[src/ihbf_pkg.sv]
// ----------------------------------------------------------------------------
// IPv4 header builder and filter package
// Shared types and constants for the header builder and the receive filter.
// ----------------------------------------------------------------------------
package ihbf_pkg;

	localparam int HDR_WORDS = 10;
	localparam int IDX_W     = 4;
	localparam logic [IDX_W-1:0] LAST_IDX = IDX_W'(HDR_WORDS - 1);

	localparam logic [15:0] VER_IHL_TOS = 16'h4500;
	localparam logic [16:0] HDR_BYTES   = 17'd20;
	localparam logic [31:0] ALL_ONES    = 32'hFFFF_FFFF;
	localparam logic [31:0] ZERO_IP     = 32'h0000_0000;
	localparam logic [7:0]  TTL_RESET   = 8'd64;

	localparam logic [7:0] PROTO_ICMP = 8'd1;
	localparam logic [7:0] PROTO_TCP  = 8'd6;
	localparam logic [7:0] PROTO_UDP  = 8'd17;

	localparam int IN_DATA_W  = 64;
	localparam int OUT_DATA_W = 72;

	typedef enum logic {
		OP_SEND = 1'b0,
		OP_RECV = 1'b1
	} op_t;

	typedef enum logic [1:0] {
		CLS_ICMP  = 2'd0,
		CLS_UDP   = 2'd1,
		CLS_TCP   = 2'd2,
		CLS_OTHER = 2'd3
	} cls_t;

	typedef enum logic [1:0] {
		REG_MY_IP    = 2'd0,
		REG_NET_MASK = 2'd1,
		REG_GATEWAY  = 2'd2,
		REG_TTL      = 2'd3
	} reg_idx_t;

	typedef struct packed {
		logic [31:0] my_ip;
		logic [31:0] net_mask;
		logic [31:0] gateway_ip;
		logic [7:0]  time_to_live;
	} cfg_t;

	typedef struct packed {
		op_t         operation;
		logic [31:0] address;
		logic [7:0]  protocol;
		logic [15:0] length;
		logic [3:0]  header_words;
	} item_t;

	typedef struct packed {
		op_t         result_kind;
		logic [15:0] header_word;
		logic [31:0] next_hop_ip;
		logic        accepted;
		cls_t        protocol_class;
		logic [15:0] upper_length;
		logic        length_error;
		logic        last;
	} result_t;

endpackage

[src/ipv4_header_builder_and_filter.sv]
// ----------------------------------------------------------------------------
// IPv4 header builder and destination filter
// Emits the ten words of an IPv4 header for a send request, or one verdict
// for a received packet.
//
// Input stream s_axis: one word per request. s_axis_tuser selects a send (0)
// or a receive check (1). Output stream m_axis: a send gives ten words, one
// per cycle while m_axis_tready is high, tlast on the tenth; a receive check
// gives one word with tlast. A request is held in an input register while
// its words are produced by the word counter; each result word lands in an
// output register. Receive checks are taken every cycle while m_axis_tready
// is high; a send holds the input register while the counter walks its ten
// header words, and the next request is taken as its last word is loaded.
// Registers are written through wr_en, wr_index and wr_data; the user must
// write them only while the block is idle, which it does not enforce. Reset
// clears the registers (TTL to 64), empties both stages. When m_axis_tready
// is low the output word holds and the input register stops advancing.
// ----------------------------------------------------------------------------
module ipv4_header_builder_and_filter (
	input  logic                                  clk,
	input  logic                                  arst_n,
	input  logic                                  wr_en,
	input  logic [1:0]                            wr_index,
	input  logic [31:0]                           wr_data,
	input  logic                                  s_axis_tvalid,
	output logic                                  s_axis_tready,
	// address, protocol, length, header_words, zero pad
	input  logic [ihbf_pkg::IN_DATA_W-1:0]        s_axis_tdata,
	// operation
	input  logic                                  s_axis_tuser,
	output logic                                  m_axis_tvalid,
	input  logic                                  m_axis_tready,
	// header_word, next_hop_ip, accepted, protocol_class, upper_length,
	// length_error, zero pad
	output logic [ihbf_pkg::OUT_DATA_W-1:0]       m_axis_tdata,
	// result_kind
	output logic                                  m_axis_tuser,
	output logic                                  m_axis_tlast
);
	import ihbf_pkg::*;

	cfg_t             cfg_q;
	item_t            item_s1;
	logic             valid_s1;
	logic [IDX_W-1:0] cnt_q;
	result_t          res;
	result_t          res_s2;
	logic             valid_s2;
	logic             load;
	logic             done;

	always_ff @(posedge clk or negedge arst_n) begin
		if (!arst_n) begin
			cfg_q.my_ip        <= ZERO_IP;
			cfg_q.net_mask     <= ZERO_IP;
			cfg_q.gateway_ip   <= ZERO_IP;
			cfg_q.time_to_live <= TTL_RESET;
		end else if (wr_en) begin
			case (reg_idx_t'(wr_index))
				REG_MY_IP:    cfg_q.my_ip        <= wr_data;
				REG_NET_MASK: cfg_q.net_mask     <= wr_data;
				REG_GATEWAY:  cfg_q.gateway_ip   <= wr_data;
				REG_TTL:      cfg_q.time_to_live <= wr_data[7:0];
				default:      cfg_q.my_ip        <= cfg_q.my_ip;
			endcase
		end
	end

	ihbf_calc u_calc (
		.cfg  (cfg_q),
		.item (item_s1),
		.idx  (cnt_q),
		.res  (res)
	);

	assign load          = valid_s1 && (!valid_s2 || m_axis_tready);
	assign done          = load && res.last;
	assign s_axis_tready = !valid_s1 || done;

	always_ff @(posedge clk or negedge arst_n) begin
		if (!arst_n) begin
			valid_s1 <= 1'b0;
			cnt_q    <= '0;
		end else begin
			if (s_axis_tvalid && s_axis_tready) begin
				valid_s1 <= 1'b1;
			end else if (done) begin
				valid_s1 <= 1'b0;
			end
			if (done) begin
				cnt_q <= '0;
			end else if (load) begin
				cnt_q <= cnt_q + IDX_W'(1);
			end
		end
	end

	always_ff @(posedge clk) begin
		if (s_axis_tvalid && s_axis_tready) begin
			item_s1.operation    <= op_t'(s_axis_tuser);
			item_s1.address      <= s_axis_tdata[31:0];
			item_s1.protocol     <= s_axis_tdata[39:32];
			item_s1.length       <= s_axis_tdata[55:40];
			item_s1.header_words <= s_axis_tdata[59:56];
		end
		if (load) begin
			res_s2 <= res;
		end
	end

	always_ff @(posedge clk or negedge arst_n) begin
		if (!arst_n) begin
			valid_s2 <= 1'b0;
		end else if (load) begin
			valid_s2 <= 1'b1;
		end else if (m_axis_tready) begin
			valid_s2 <= 1'b0;
		end
	end

	assign m_axis_tvalid = valid_s2;
	assign m_axis_tuser  = res_s2.result_kind;
	assign m_axis_tlast  = res_s2.last;
	assign m_axis_tdata  = {4'd0, res_s2.length_error, res_s2.upper_length,
		res_s2.protocol_class, res_s2.accepted, res_s2.next_hop_ip,
		res_s2.header_word};

	assert property (@(posedge clk) disable iff (!arst_n)
		!valid_s1 |-> cnt_q == '0)
		else $error("word counter advanced with no request held");

	assert property (@(posedge clk) disable iff (!arst_n)
		cnt_q <= LAST_IDX)
		else $error("word counter ran past the last header word");

	assert property (@(posedge clk) disable iff (!arst_n)
		valid_s1 && item_s1.operation == OP_RECV |-> cnt_q == '0)
		else $error("receive check reached a nonzero word index");

	assert property (@(posedge clk) disable iff (!arst_n)
		(m_axis_tvalid && m_axis_tready && m_axis_tuser == OP_SEND && !m_axis_tlast)
		|=> (!m_axis_tvalid || m_axis_tuser == OP_SEND))
		else $error("send header interrupted before its last word");

endmodule

[src/ihbf_calc.sv]
// ----------------------------------------------------------------------------
// IPv4 header word and receive verdict logic
// Builds one header word of a send, with checksum and next hop, or the
// verdict of a receive check, from the held item and the registers.
// ----------------------------------------------------------------------------
module ihbf_calc (
	input  ihbf_pkg::cfg_t                 cfg,
	input  ihbf_pkg::item_t                item,
	input  logic [ihbf_pkg::IDX_W-1:0]     idx,
	output ihbf_pkg::result_t              res
);
	import ihbf_pkg::*;

	logic [16:0] total;
	logic [15:0] ttl_proto;
	logic [18:0] sum;
	logic [16:0] fold1;
	logic [15:0] fold2;
	logic [15:0] csum;
	logic [31:0] hop;
	logic [15:0] word;
	logic        acc;
	logic [15:0] hdr_bytes;
	cls_t        cls;
	logic [15:0] ulen;
	logic        rerr;

	always_comb begin
		total     = {1'b0, item.length} + HDR_BYTES;
		ttl_proto = {cfg.time_to_live, item.protocol};
		sum = 19'(VER_IHL_TOS) + 19'(total[15:0]) + 19'(ttl_proto)
			+ 19'(cfg.my_ip[31:16]) + 19'(cfg.my_ip[15:0])
			+ 19'(item.address[31:16]) + 19'(item.address[15:0]);
		fold1 = {1'b0, sum[15:0]} + {14'd0, sum[18:16]};
		fold2 = fold1[15:0] + {15'd0, fold1[16]};
		csum  = ~fold2;
		hop   = ((item.address & cfg.net_mask) == (cfg.my_ip & cfg.net_mask))
			? item.address : cfg.gateway_ip;

		case (idx)
			4'd0:    word = VER_IHL_TOS;
			4'd1:    word = total[15:0];
			4'd4:    word = ttl_proto;
			4'd5:    word = csum;
			4'd6:    word = cfg.my_ip[31:16];
			4'd7:    word = cfg.my_ip[15:0];
			4'd8:    word = item.address[31:16];
			4'd9:    word = item.address[15:0];
			default: word = 16'd0;
		endcase

		acc = (cfg.my_ip == ZERO_IP) || (item.address == cfg.my_ip)
			|| (item.address == (cfg.my_ip | ~cfg.net_mask))
			|| (item.address == ALL_ONES);
		hdr_bytes = {10'd0, item.header_words, 2'b00};
		cls  = CLS_OTHER;
		ulen = 16'd0;
		rerr = 1'b0;
		if (acc) begin
			ulen = item.length;
			case (item.protocol)
				PROTO_ICMP: cls = CLS_ICMP;
				PROTO_UDP:  cls = CLS_UDP;
				PROTO_TCP: begin
					cls = CLS_TCP;
					if (hdr_bytes > item.length) begin
						ulen = 16'd0;
						rerr = 1'b1;
					end else begin
						ulen = item.length - hdr_bytes;
					end
				end
				default:    cls = CLS_OTHER;
			endcase
		end

		if (item.operation == OP_SEND) begin
			res.result_kind    = OP_SEND;
			res.header_word    = word;
			res.next_hop_ip    = hop;
			res.accepted       = 1'b0;
			res.protocol_class = CLS_ICMP;
			res.upper_length   = 16'd0;
			res.length_error   = total[16];
			res.last           = (idx == LAST_IDX);
		end else begin
			res.result_kind    = OP_RECV;
			res.header_word    = 16'd0;
			res.next_hop_ip    = ZERO_IP;
			res.accepted       = acc;
			res.protocol_class = cls;
			res.upper_length   = ulen;
			res.length_error   = rerr;
			res.last           = 1'b1;
		end
	end

endmodule

[config.mk]
export PLATFORM = sky130hd
export DESIGN_NAME = ipv4_header_builder_and_filter
export DESIGN_NICKNAME = d
export VERILOG_FILES = /design/src/ihbf_pkg.sv /design/src/ipv4_header_builder_and_filter.sv /design/src/ihbf_calc.sv
export SDC_FILE = /design/constraint.sdc
export NUM_CORES = 1
export LEC_CHECK = 0
export ABC_AREA = 0
export BUFFER_PORTS_ARGS = -buffer_cell sky130_fd_sc_hd__buf_4
export CAP_MARGIN = 20
export CORE_AREA = 2 2 225 227
export DETAILED_ROUTE_END_ITERATION = 10
export DIE_AREA = 0 0 227 229
export GPL_TIMING_DRIVEN = 1
export PLACE_DENSITY = 0.53
export SKIP_CTS_REPAIR_TIMING = 1
export SLEW_MARGIN = 10
export SYNTH_ARGS = -nofsm -noshare
export SYNTH_HDL_FRONTEND = slang
export SYNTH_SLANG_ARGS = --single-unit
export TNS_END_PERCENT = 1
[constraint.sdc]
create_clock -name clk -period 11.67 [get_ports clk]
set_input_delay 1.167 -clock clk [delete_from_list [all_inputs] [get_ports clk]]
set_output_delay 1.167 -clock clk [all_outputs]
set_load 0.02 [all_outputs]
---- After elaboration in Yosys (flattened, before gate mapping) ----
Index checks and enable logic that the tools add are counted.
storage, ports and cells
  flip-flop bits (word level) ............. 241
  output and inout port bits .............. 76
operators by class
  bitwise gates (word level) .............. 5
  eq/ne operators ......................... 17
  multiplexer cells ....................... 17
  magnitude comparators ................... 1
  $add $sub $neg .......................... 11
  reduce and logical (&&, ||, !) cells .... 21
operators with widths
  cell                      number
  $pmux W16 S8              1
  $eq A32 B32 Y1            3
  $add A19 B16 Y19          5
  $mux W70                  1
  $and A32 B32 Y32          2
  $mux W16                  3
  $eq A32 B32 Y1 const B    1
  $logic_not A32 Y1         1
  $mux W32                  1
  $not A32 Y32              1
  $or A32 B32 Y32           1
  $add A15 B16 Y17 const A  1
  $add A16 B3 Y17           1
  $add A16 B5 Y17 const B   1
  $add A16 B1 Y16           1
  $eq A4 B3 Y1 const B      4
  $gt A6 B16 Y1             1
  $not A16 Y16              1
  $sub A16 B6 Y16           1
  $reduce_and A2 Y1         5
  $eq A4 B4 Y1 const B      2
  $eq A8 B1 Y1 const B      1
  $eq A8 B3 Y1 const B      1
  $eq A8 B5 Y1 const B      1
  14 further kinds          31

---- Depth between registers and ports, before layout ----
Gate-level depths: netlist (run 1).
  depth in word-level cells ............... 16
  gate-level depth with buffers ........... 40
  gate-level depth less buffers ........... 38

---- By module ----
A second synthesis (run 1) with hierarchy kept.
unflattened totals
  cell total of the unflattened synthesis .. 1296
  area total of the unflattened synthesis .. 14684.1 um2
by module, submodules not included
  module                          sequential area each (um2)  cells an instance  instances  area an instance (um2)
  ipv4_header_builder_and_filter  6687.7                      391                1          8191.6
  ihbf_calc                       0.0                         905                1          6492.5

---- Worst setup path before layout (run 1) ----
No wires, ideal clock.
  path type ............................... register to register
  start point ............................. reg item_s1[10] (netlist bit)
  end point ............................... reg res_s2 (netlist bit m_axis_tdata[15]) (data pin)
  arrival ................................. 8.349 ns
  required time ........................... 11.411 ns
  clock period less this slack ............ 8.608 ns
  library setup time ...................... 0.259 ns
  slack ................................... 3.062 ns
  stages on the path, launching flop included .. 38
  path through ............................ edfxtp_1 > clkbuf_1 > and3_1 > nand3_1 > nor2_1 > xnor2_1 > a21boi_0 > nor3_1 > xnor2_1 > fa_1 > inv_1 > fa_1 > fa_1 > inv_1 > ha_1 > clkbuf_1 > nand3_1 > nand2_1 > (+2 left out) > a21o_1 > a21o_1 > xor2_1 > inv_1 > fa_1 > nor2b_1 > o211a_1 > nand3_1 > or2_2 > nor4b_1 > ha_1 > nor3b_1 > nand3_1 > nor2_1 > inv_1 > or3_1 > o311a_1 > a211o_1
on the way
  longest elaborated chain between the ends .. 11
ends and longest elaborated chain
  what                           RTL line                               text
  from (decl)                    ipv4_header_builder_and_filter.sv:43   item_t item_s1;
  $add A16 B5 Y17 *              ihbf_calc.sv:29                        total = {1'b0, item.length} + HDR_BYTES;
  $add A15 B16 Y17               ihbf_calc.sv:31                        sum = 19'(VER_IHL_TOS) + 19'(total[15:0]) + 19'(ttl_proto)
  $add A19 B16 Y19               ihbf_calc.sv:31
  $add A19 B16 Y19 (2 in a row)  ihbf_calc.sv:32                        + 19'(cfg.my_ip[31:16]) + 19'(cfg.my_ip[15:0])
  $add A19 B16 Y19 (2 in a row)  ihbf_calc.sv:33                        + 19'(item.address[31:16]) + 19'(item.address[15:0]);
  $add A16 B3 Y17                ihbf_calc.sv:34                        fold1 = {1'b0, sum[15:0]} + {14'd0, sum[18:16]};
  $add A16 B1 Y16                ihbf_calc.sv:35                        fold2 = fold1[15:0] + {15'd0, fold1[16]};
  $not A16 Y16                   ihbf_calc.sv:36                        csum = ~fold2;
  $pmux W16 S8 *                 ihbf_calc.sv:40                        case (idx)
  to (signal assigned)           ipv4_header_builder_and_filter.sv:107  res_s2 <= res;
  to (decl)                      ipv4_header_builder_and_filter.sv:47   result_t res_s2;
Every way passes the cells marked *; elsewhere a longest branch is shown, timed or not.
A chain may end at the register's enable or synchronous reset.

---- Worst setup path after layout (run 1) ----
  start point ............................. reg item_s1[7] (netlist bit)
  end point ............................... reg res_s2 (netlist bit m_axis_tdata[15]) (data pin)
The elaborated chain is that of the path after synthesis.

==> results.sh, run 1 <==
export IMPL_worst_slack_ps=1340
export IMPL_cts_max_level=1
export IMPL_start_util=0.295
export IMPL_cap_viol_max_count=0
export IMPL_synth_edf_count=131
export IMPL_io_pins=180
export IMPL_grt_usage=0.201
export IMPL_placed_area_sq_um=16600
export IMPL_stdcell_area_sq_um=17600
export IMPL_path_class="reg -> reg"
export IMPL_die_height_microns=229
export IMPL_grt_pass1_vias=11500
export IMPL_synth_largest_area_cell="edfxtp_1"
export IMPL_grt_ovfl_total=0
export IMPL_finalCritPeriodShare=0.885
export IMPL_ctsLongestPathBuffers=3
export IMPL_rsz0062_at_grt="false"
export IMPL_power_leakage_uw=0.00728
export IMPL_dp_hpwl_microns=40100
export IMPL_netlist_area_sq_um=14700
export IMPL_crit_slowest_cell="nor4b_1"
export IMPL_startpoint_type="register"
export IMPL_final_nets=1662
export IMPL_cts_made_buffers=28
export IMPL_ant_nets=0
export IMPL_clk_pin_slew_ps=60
export IMPL_synth_cells=1302
export IMPL_vias=11300
export IMPL_seqPwrFrac=0.233
export IMPL_crit_arrival_ps=10650
export IMPL_yosys_top_cells_area="edfxtp_1 27%, dfrtp_1 19%, fa_1 9.0%"
export IMPL_cpMostUsedCell="inv_1"
export IMPL_drc=0
export IMPL_area_growth_pct=20.1
export IMPL_synth_cell_types=83
export IMPL_slowest_delay_ps=670
export IMPL_max_vdd_ir_drop_mv=0.195
export IMPL_root_buffer="clkbuf_16"
export IMPL_syn_avg_cell_area_sq_um=11.3
export IMPL_hold_violations=0
export IMPL_firstDrtPassIters=5
export IMPL_min_path_cells=1
export IMPL_synth_top_area_frac=0.268
export IMPL_drive_above_1_share=0.238
export IMPL_yosysWarnings=0
export IMPL_holdWs_ps=492
export IMPL_wl_per_cell_microns=24.3
export IMPL_outcome="complete, no violations"
export IMPL_yosys_most_used_dff="edfxtp_1"
export IMPL_ys_seq_elements=241
export IMPL_slew_headroom=0.153
export IMPL_power_internal_uw=2730
export IMPL_synthArstFlopShare=0.456
export IMPL_core_rowCount=82
export IMPL_clock_sinks=241
export IMPL_holdCritPathClass="reg -> reg"
export IMPL_gp_congestion=0.935
export IMPL_antenna_found_initial=2
export IMPL_comb_power_share=0.592
export IMPL_yosysSeqAreaShare=0.456
export IMPL_slew_violations=0
export IMPL_endpoint_kind="register"
export IMPL_p_clk_frac=0.175
export IMPL_tightest_slew_ps=1270
export IMPL_wl_microns=52300
export IMPL_fin_util=0.354
export IMPL_ff2ff_path_depth=34
export IMPL_grt_pass1_wl_microns=76500
export IMPL_synth_most_common_cell="edfxtp_1"
export IMPL_grt_max_degree=73
export IMPL_vias_per_cell=5.23
export IMPL_place_ws_ps=1390
export IMPL_setup_tns_ps=0
export IMPL_powerDensity_nw_per_um2=290
export IMPL_fmax_mhz=96.8
export IMPL_finClkSkew_ps=12.2
export IMPL_synthTopCellsByCount="131 x edfxtp_1, 119 x inv_1, 109 x dfrtp_1"
export IMPL_die_area_sq_um=52000
export IMPL_cts_tree="done"
export IMPL_cp_required_ps=11990
export IMPL_drtIter0Drc=1082
export IMPL_io_buffers=171
export IMPL_swShare=0.464
export IMPL_core_sq_um=49700
export IMPL_final_min_clock_period_ps=10330
export IMPL_clk_insertion_delay_late_ps=580
export IMPL_dieWidth_microns=227
export IMPL_switchingPower_uw=2360
export IMPL_critPathMaxFanout=8
export IMPL_setup_viol=0
## final cells by class
cell class / instances / area (sq um)
inverters: 119 / 448
fillers: 5001 / 32100
repair buffers: 187 / 1420
well taps: 672 / 841
clock inverters: 15 / 136
multi-input cells: 882 / 7260
flip-flops and latches: 241 / 6690
clock buffers: 37 / 806
diodes: 2 / 5.00
## cell usage in the layout (no fill, tap or decap), types with 6 or more instances in the layout
cell type and count:
nor4_1 29, nand2b_1 11, mux2_2 93, a21oi_1 33, nand4_1 21, nand2_1 52
fa_1 66, ha_1 33, a221oi_1 12, clkinv_2 6, clkbuf_16 29, nand3_1 29
and2_1 7, nand3b_1 7, o211ai_1 10, a222oi_1 10, dfrtp_1 109, xnor2_1 34
nor3_1 18, a22oi_1 36, a21o_1 12, nor2_1 99, o22ai_1 27, a211oi_1 8
or3_1 6, xor2_1 55, o21ai_0 40, edfxtp_1 131, nor2b_1 15, inv_1 118
a31oi_1 11, mux2i_1 29, buf_4 186
## routing by layer
metal / GRT usage / part of all wire / routed length (microns) / vias to the layer above
li1: - / - / - / 5014
met5: 0 / 0 / 0 / -
met2: 0.306 / 0.45 / 23300 / 478
met3: 0.0381 / 0.073 / 3800 / 114
met1: 0.282 / 0.44 / 23100 / 5660
met4: 0.0778 / 0.041 / 2140 / 0
## power by group through the flow
stage | Combinational (uW) | Clock, uW | Sequential [uW]
6_report | 3020 | 893 | 1190
5_1_grt | 3340 | 950 | 1200
4_1_cts | 2990 | 916 | 1180
3_5_place_dp | 2970 | 0 | 1200
3_3_place_gp | 2930 | 0 | 1200
2_1_floorplan | 2260 | 0 | 1150
## cell families after synthesis
logic type,synth area share
buffers and inverters,0.0495
muxes,0.0913
DFF,0.456
AOI/OAI and AO/OA,0.118
adders and majority gates,0.118
other,0.000256
xor gates and xnor gates,0.0554
and+or+nand+nor,0.111
## flip-flops by register name (all words and copies together) (netlist names)
signal / flops
m_axis_tvalid: 1
m_axis_tlast: 1
cnt_q: 4
item_s1: 61
valid_s1: 1
cfg_q: 104
m_axis_tuser: 1
m_axis_tdata: 68
## final timing paths
path	startpoint	endpoint	slack [ps]
worst max-delay path	item_s1[7]$_DFFE_PP_	m_axis_tdata[15]$_SDFFCE_PP0P_	1340
worst min-delay path	valid_s1$_DFFE_PN0P_	m_axis_tvalid$_DFFE_PN0P_	490
worst max register to register	item_s1[7]$_DFFE_PP_	m_axis_tdata[15]$_SDFFCE_PP0P_	1340
worst min register to register	valid_s1$_DFFE_PN0P_	m_axis_tvalid$_DFFE_PN0P_	490
max in group asynchronous	arst_n	cnt_q[0]$_DFFE_PN0P_	9710
min in group asynchronous	arst_n	cfg_q[18]$_DFFE_PN0P_	560
## worst max-delay path, delay by kind of cell, from the launching register on
family	cells	cell delay (ps)
XOR/XNOR	2	510
AND/OR/NAND/NOR	8	2560
AO/OA/AOI/OAI	11	2810
flip-flops	1	500
buffers and inverters	5	450
adder cells (fa/ha/maj)	8	3250
## metrics by stage
step                std cells  power (uW)
finish                   2155        5100
global route             2155        5490
CTS                      2152        5080
detailed placement       2100        4170
global placement         2100        4130
floorplan                1305        3410
(Power assumes the default switching activity.)
==> run 2: changes to the inputs <==
--- a/config.mk
+++ b/config.mk
@@ -9,3 +9,3 @@
 export BUFFER_PORTS_ARGS = -buffer_cell sky130_fd_sc_hd__buf_4
-export CAP_MARGIN = 20
+export CAP_MARGIN = 5
 export CORE_AREA = 2 2 225 227
@@ -14,3 +14,3 @@
 export GPL_TIMING_DRIVEN = 1
-export PLACE_DENSITY = 0.53
+export PLACE_DENSITY = 0.55
 export SKIP_CTS_REPAIR_TIMING = 1
==> constraint.sdc (replaced) <==
create_clock -name clk -period 8.76 [get_ports clk]
set_input_delay 1.752 -clock clk [delete_from_list [all_inputs] [get_ports clk]]
set_output_delay 1.752 -clock clk [all_outputs]
set_load 0.02 [all_outputs]
==> run 2 against run 1 <==
  * Clock skew hardly changed
  * Largest cell class unchanged
  * Clock power up 30%
  * Die area unchanged
  * Routed wire length grew 4.1%
  * First-iteration DRC count grew 11%
  * Power rose by 50%
  * Sequential cell count stayed put
  * Worst setup slack got worse by 1000 ps
  * Non-clock buffer count grew 111
  * Core utilization is 2.1 points higher
==> results.sh, run 2 (same netlist as run 1, synthesis figures left out) <==
export IMPL_outcome="complete, no violations"
export IMPL_hold_violations=0
export IMPL_tightest_slew_ps=1170
export IMPL_path_class="reg -> reg"
export IMPL_dp_cells=2204
export IMPL_mostFrequentLayoutCells="296 x buf_4, 131 x edfxtp_1, 112 x inv_1, 109 x dfrtp_1"
export IMPL_setup_viol=0
export IMPL_swShare=0.458
export IMPL_root_buffer="clkbuf_16"
export IMPL_largest_reg_flops=104
export IMPL_seqPwrFrac=0.199
export IMPL_top_register="cfg_q"
export IMPL_endpoint_kind="register"
export IMPL_gp_congestion=0.965
export IMPL_finClkSkew_ps=12.1
export IMPL_setup_tns_ps=0
export IMPL_clk_pin_slew_ps=60
export IMPL_total_power_uw=7640
export IMPL_cts_max_level=1
export IMPL_worstReg2RegStart="item_s1[7]$_DFFE_PP_"
export IMPL_slew_violations=0
export IMPL_crit_arrival_ps=8770
export IMPL_finalCritPeriodShare=0.965
export IMPL_grt_ovfl_total=0
export IMPL_vias_per_cell=5.18
export IMPL_fmax_mhz=118
export IMPL_holdCritPathClass="reg -> reg"
export IMPL_firstDrtPassIters=7
export IMPL_die_area_sq_um=52000
export IMPL_clock_sinks=241
export IMPL_wl_microns=54500
export IMPL_powerDensity_nw_per_um2=410
export IMPL_regArea_sq_um=6690
export IMPL_finalNonFillerCells=2263
export IMPL_wl_met2_microns=24200
export IMPL_placed_area_sq_um=17400
export IMPL_crit_slowest_cell="fa_1"
export IMPL_power_internal_uw=4150
export IMPL_power_leakage_uw=0.00782
export IMPL_switchingPower_uw=3500
export IMPL_rsz0062_at_grt="true"
export IMPL_ant_nets=0
export IMPL_clk_insertion_delay_late_ps=570
export IMPL_grt_max_degree=62
export IMPL_cts_tree="done"
export IMPL_final_common_cell="buf_4"
export IMPL_wl_per_cell_microns=24.1
export IMPL_final_nets=1773
export IMPL_dieWidth_microns=227
export IMPL_vias=11700
export IMPL_area_growth_pct=27.2
export IMPL_core_rowCount=82
export IMPL_cp_required_ps=9080
export IMPL_drtIter0Drc=1198
export IMPL_grt_pass1_vias=11800
export IMPL_stdcell_area_sq_um=18600
export IMPL_cts_made_buffers=28
export IMPL_multi_input_area_sq_um=7520
export IMPL_io_buffers=171
export IMPL_antennaDiodeCount=0
export IMPL_slew_headroom=0.223
export IMPL_comb_power_share=0.650
export IMPL_critPathMaxFanout=4
export IMPL_antenna_found_initial=1
export IMPL_p_clk_frac=0.151
export IMPL_core_sq_um=49700
export IMPL_slowest_delay_ps=540
export IMPL_crit_path_start="item_s1[7]$_DFFE_PP_"
export IMPL_io_pins=180
export IMPL_highest_layer="met4"
export IMPL_met3_length_microns=3860
export IMPL_grt_usage=0.208
export IMPL_start_util=0.295
export IMPL_grt_pass1_wl_microns=79300
export IMPL_final_min_clock_period_ps=8450
export IMPL_nFillCells=4977
export IMPL_die_height_microns=229
export IMPL_min_from="valid_s1$_DFFE_PN0P_"
export IMPL_dp_hpwl_microns=42800
export IMPL_wl_met1_microns=24000
export IMPL_drc=0
export IMPL_ctsLongestPathBuffers=3
export IMPL_max_vdd_ir_drop_mv=0.276
export IMPL_cap_viol_max_count=0
export IMPL_startpoint_type="register"
export IMPL_drive_above_1_share=0.310
[run 2: cell count changes in the layout (fill, tap and decap cells not counted), sizes merged]
cell      delta
buf        +111
clkbuf       +3
diode        -2
clkinvlp     -1
inv          -3
[run 2: final timing paths]
path	end	slack, ps	cells after the start
max in group asynchronous	cfg_q[65]$_DFFE_PN0P_	6240	2
worst min register to register	m_axis_tvalid$_DFFE_PN0P_	490	1
min in group asynchronous	cfg_q[20]$_DFFE_PN0P_	1260	1
worst min-delay path	m_axis_tvalid$_DFFE_PN0P_	490	1
worst max-delay path	m_axis_tdata[15]$_SDFFCE_PP0P_	310	38
worst max register to register	m_axis_tdata[15]$_SDFFCE_PP0P_	310	38
[run 2: power by group through the flow]
stage	logic (uW)	registers, uW	clock network [uW]
floorplan	3010	1540	0
global placement	4450	1540	0
detailed placement	4490	1540	0
CTS	4520	1520	1180
global route	5390	1540	1230
finish	4970	1520	1160
[run 2: layout make-up]
type | count | area share
Sequential cell | 241 | 0.359
Clock inverter | 11 | 0.00557
Timing Repair Buffer | 298 | 0.120
Multi-Input combinational cell | 882 | 0.403
Tap cell | 672 | 0.0451
Inverter | 119 | 0.0242
Clock buffer | 40 | 0.0428
[run 2: through the flow]
stage,hold slack [ps],utilization,worst slack [ps]
final,489,0.375,307
after global routing,518,0.375,-102
after CTS,491,0.369,-403
after detailed placement,482,0.351,-354
after global placement,466,0.351,-297
after floorplan,450,-,152
[run 2: worst max-delay path: cells and delay by family (launching register included)]
| family | cells | cell delay (ps) |
|---|---|---|
| AND/OR/NAND/NOR | 10 | 1840 |
| adder cells (fa/ha/maj) | 8 | 2690 |
| XOR/XNOR | 3 | 650 |
| buffers and inverters | 8 | 740 |
| AO/OA/AOI/OAI | 9 | 1810 |
| flip-flops | 1 | 480 |
[run 2: layer usage]
| layer | GRT usage | vias up |
|---|---|---|
| li1 | - | 5255 |
| met4 | 0.0813 | 0 |
| met3 | 0.0439 | 138 |
| met5 | 0.000949 | - |
| met1 | 0.288 | 5829 |
| met2 | 0.319 | 504 |
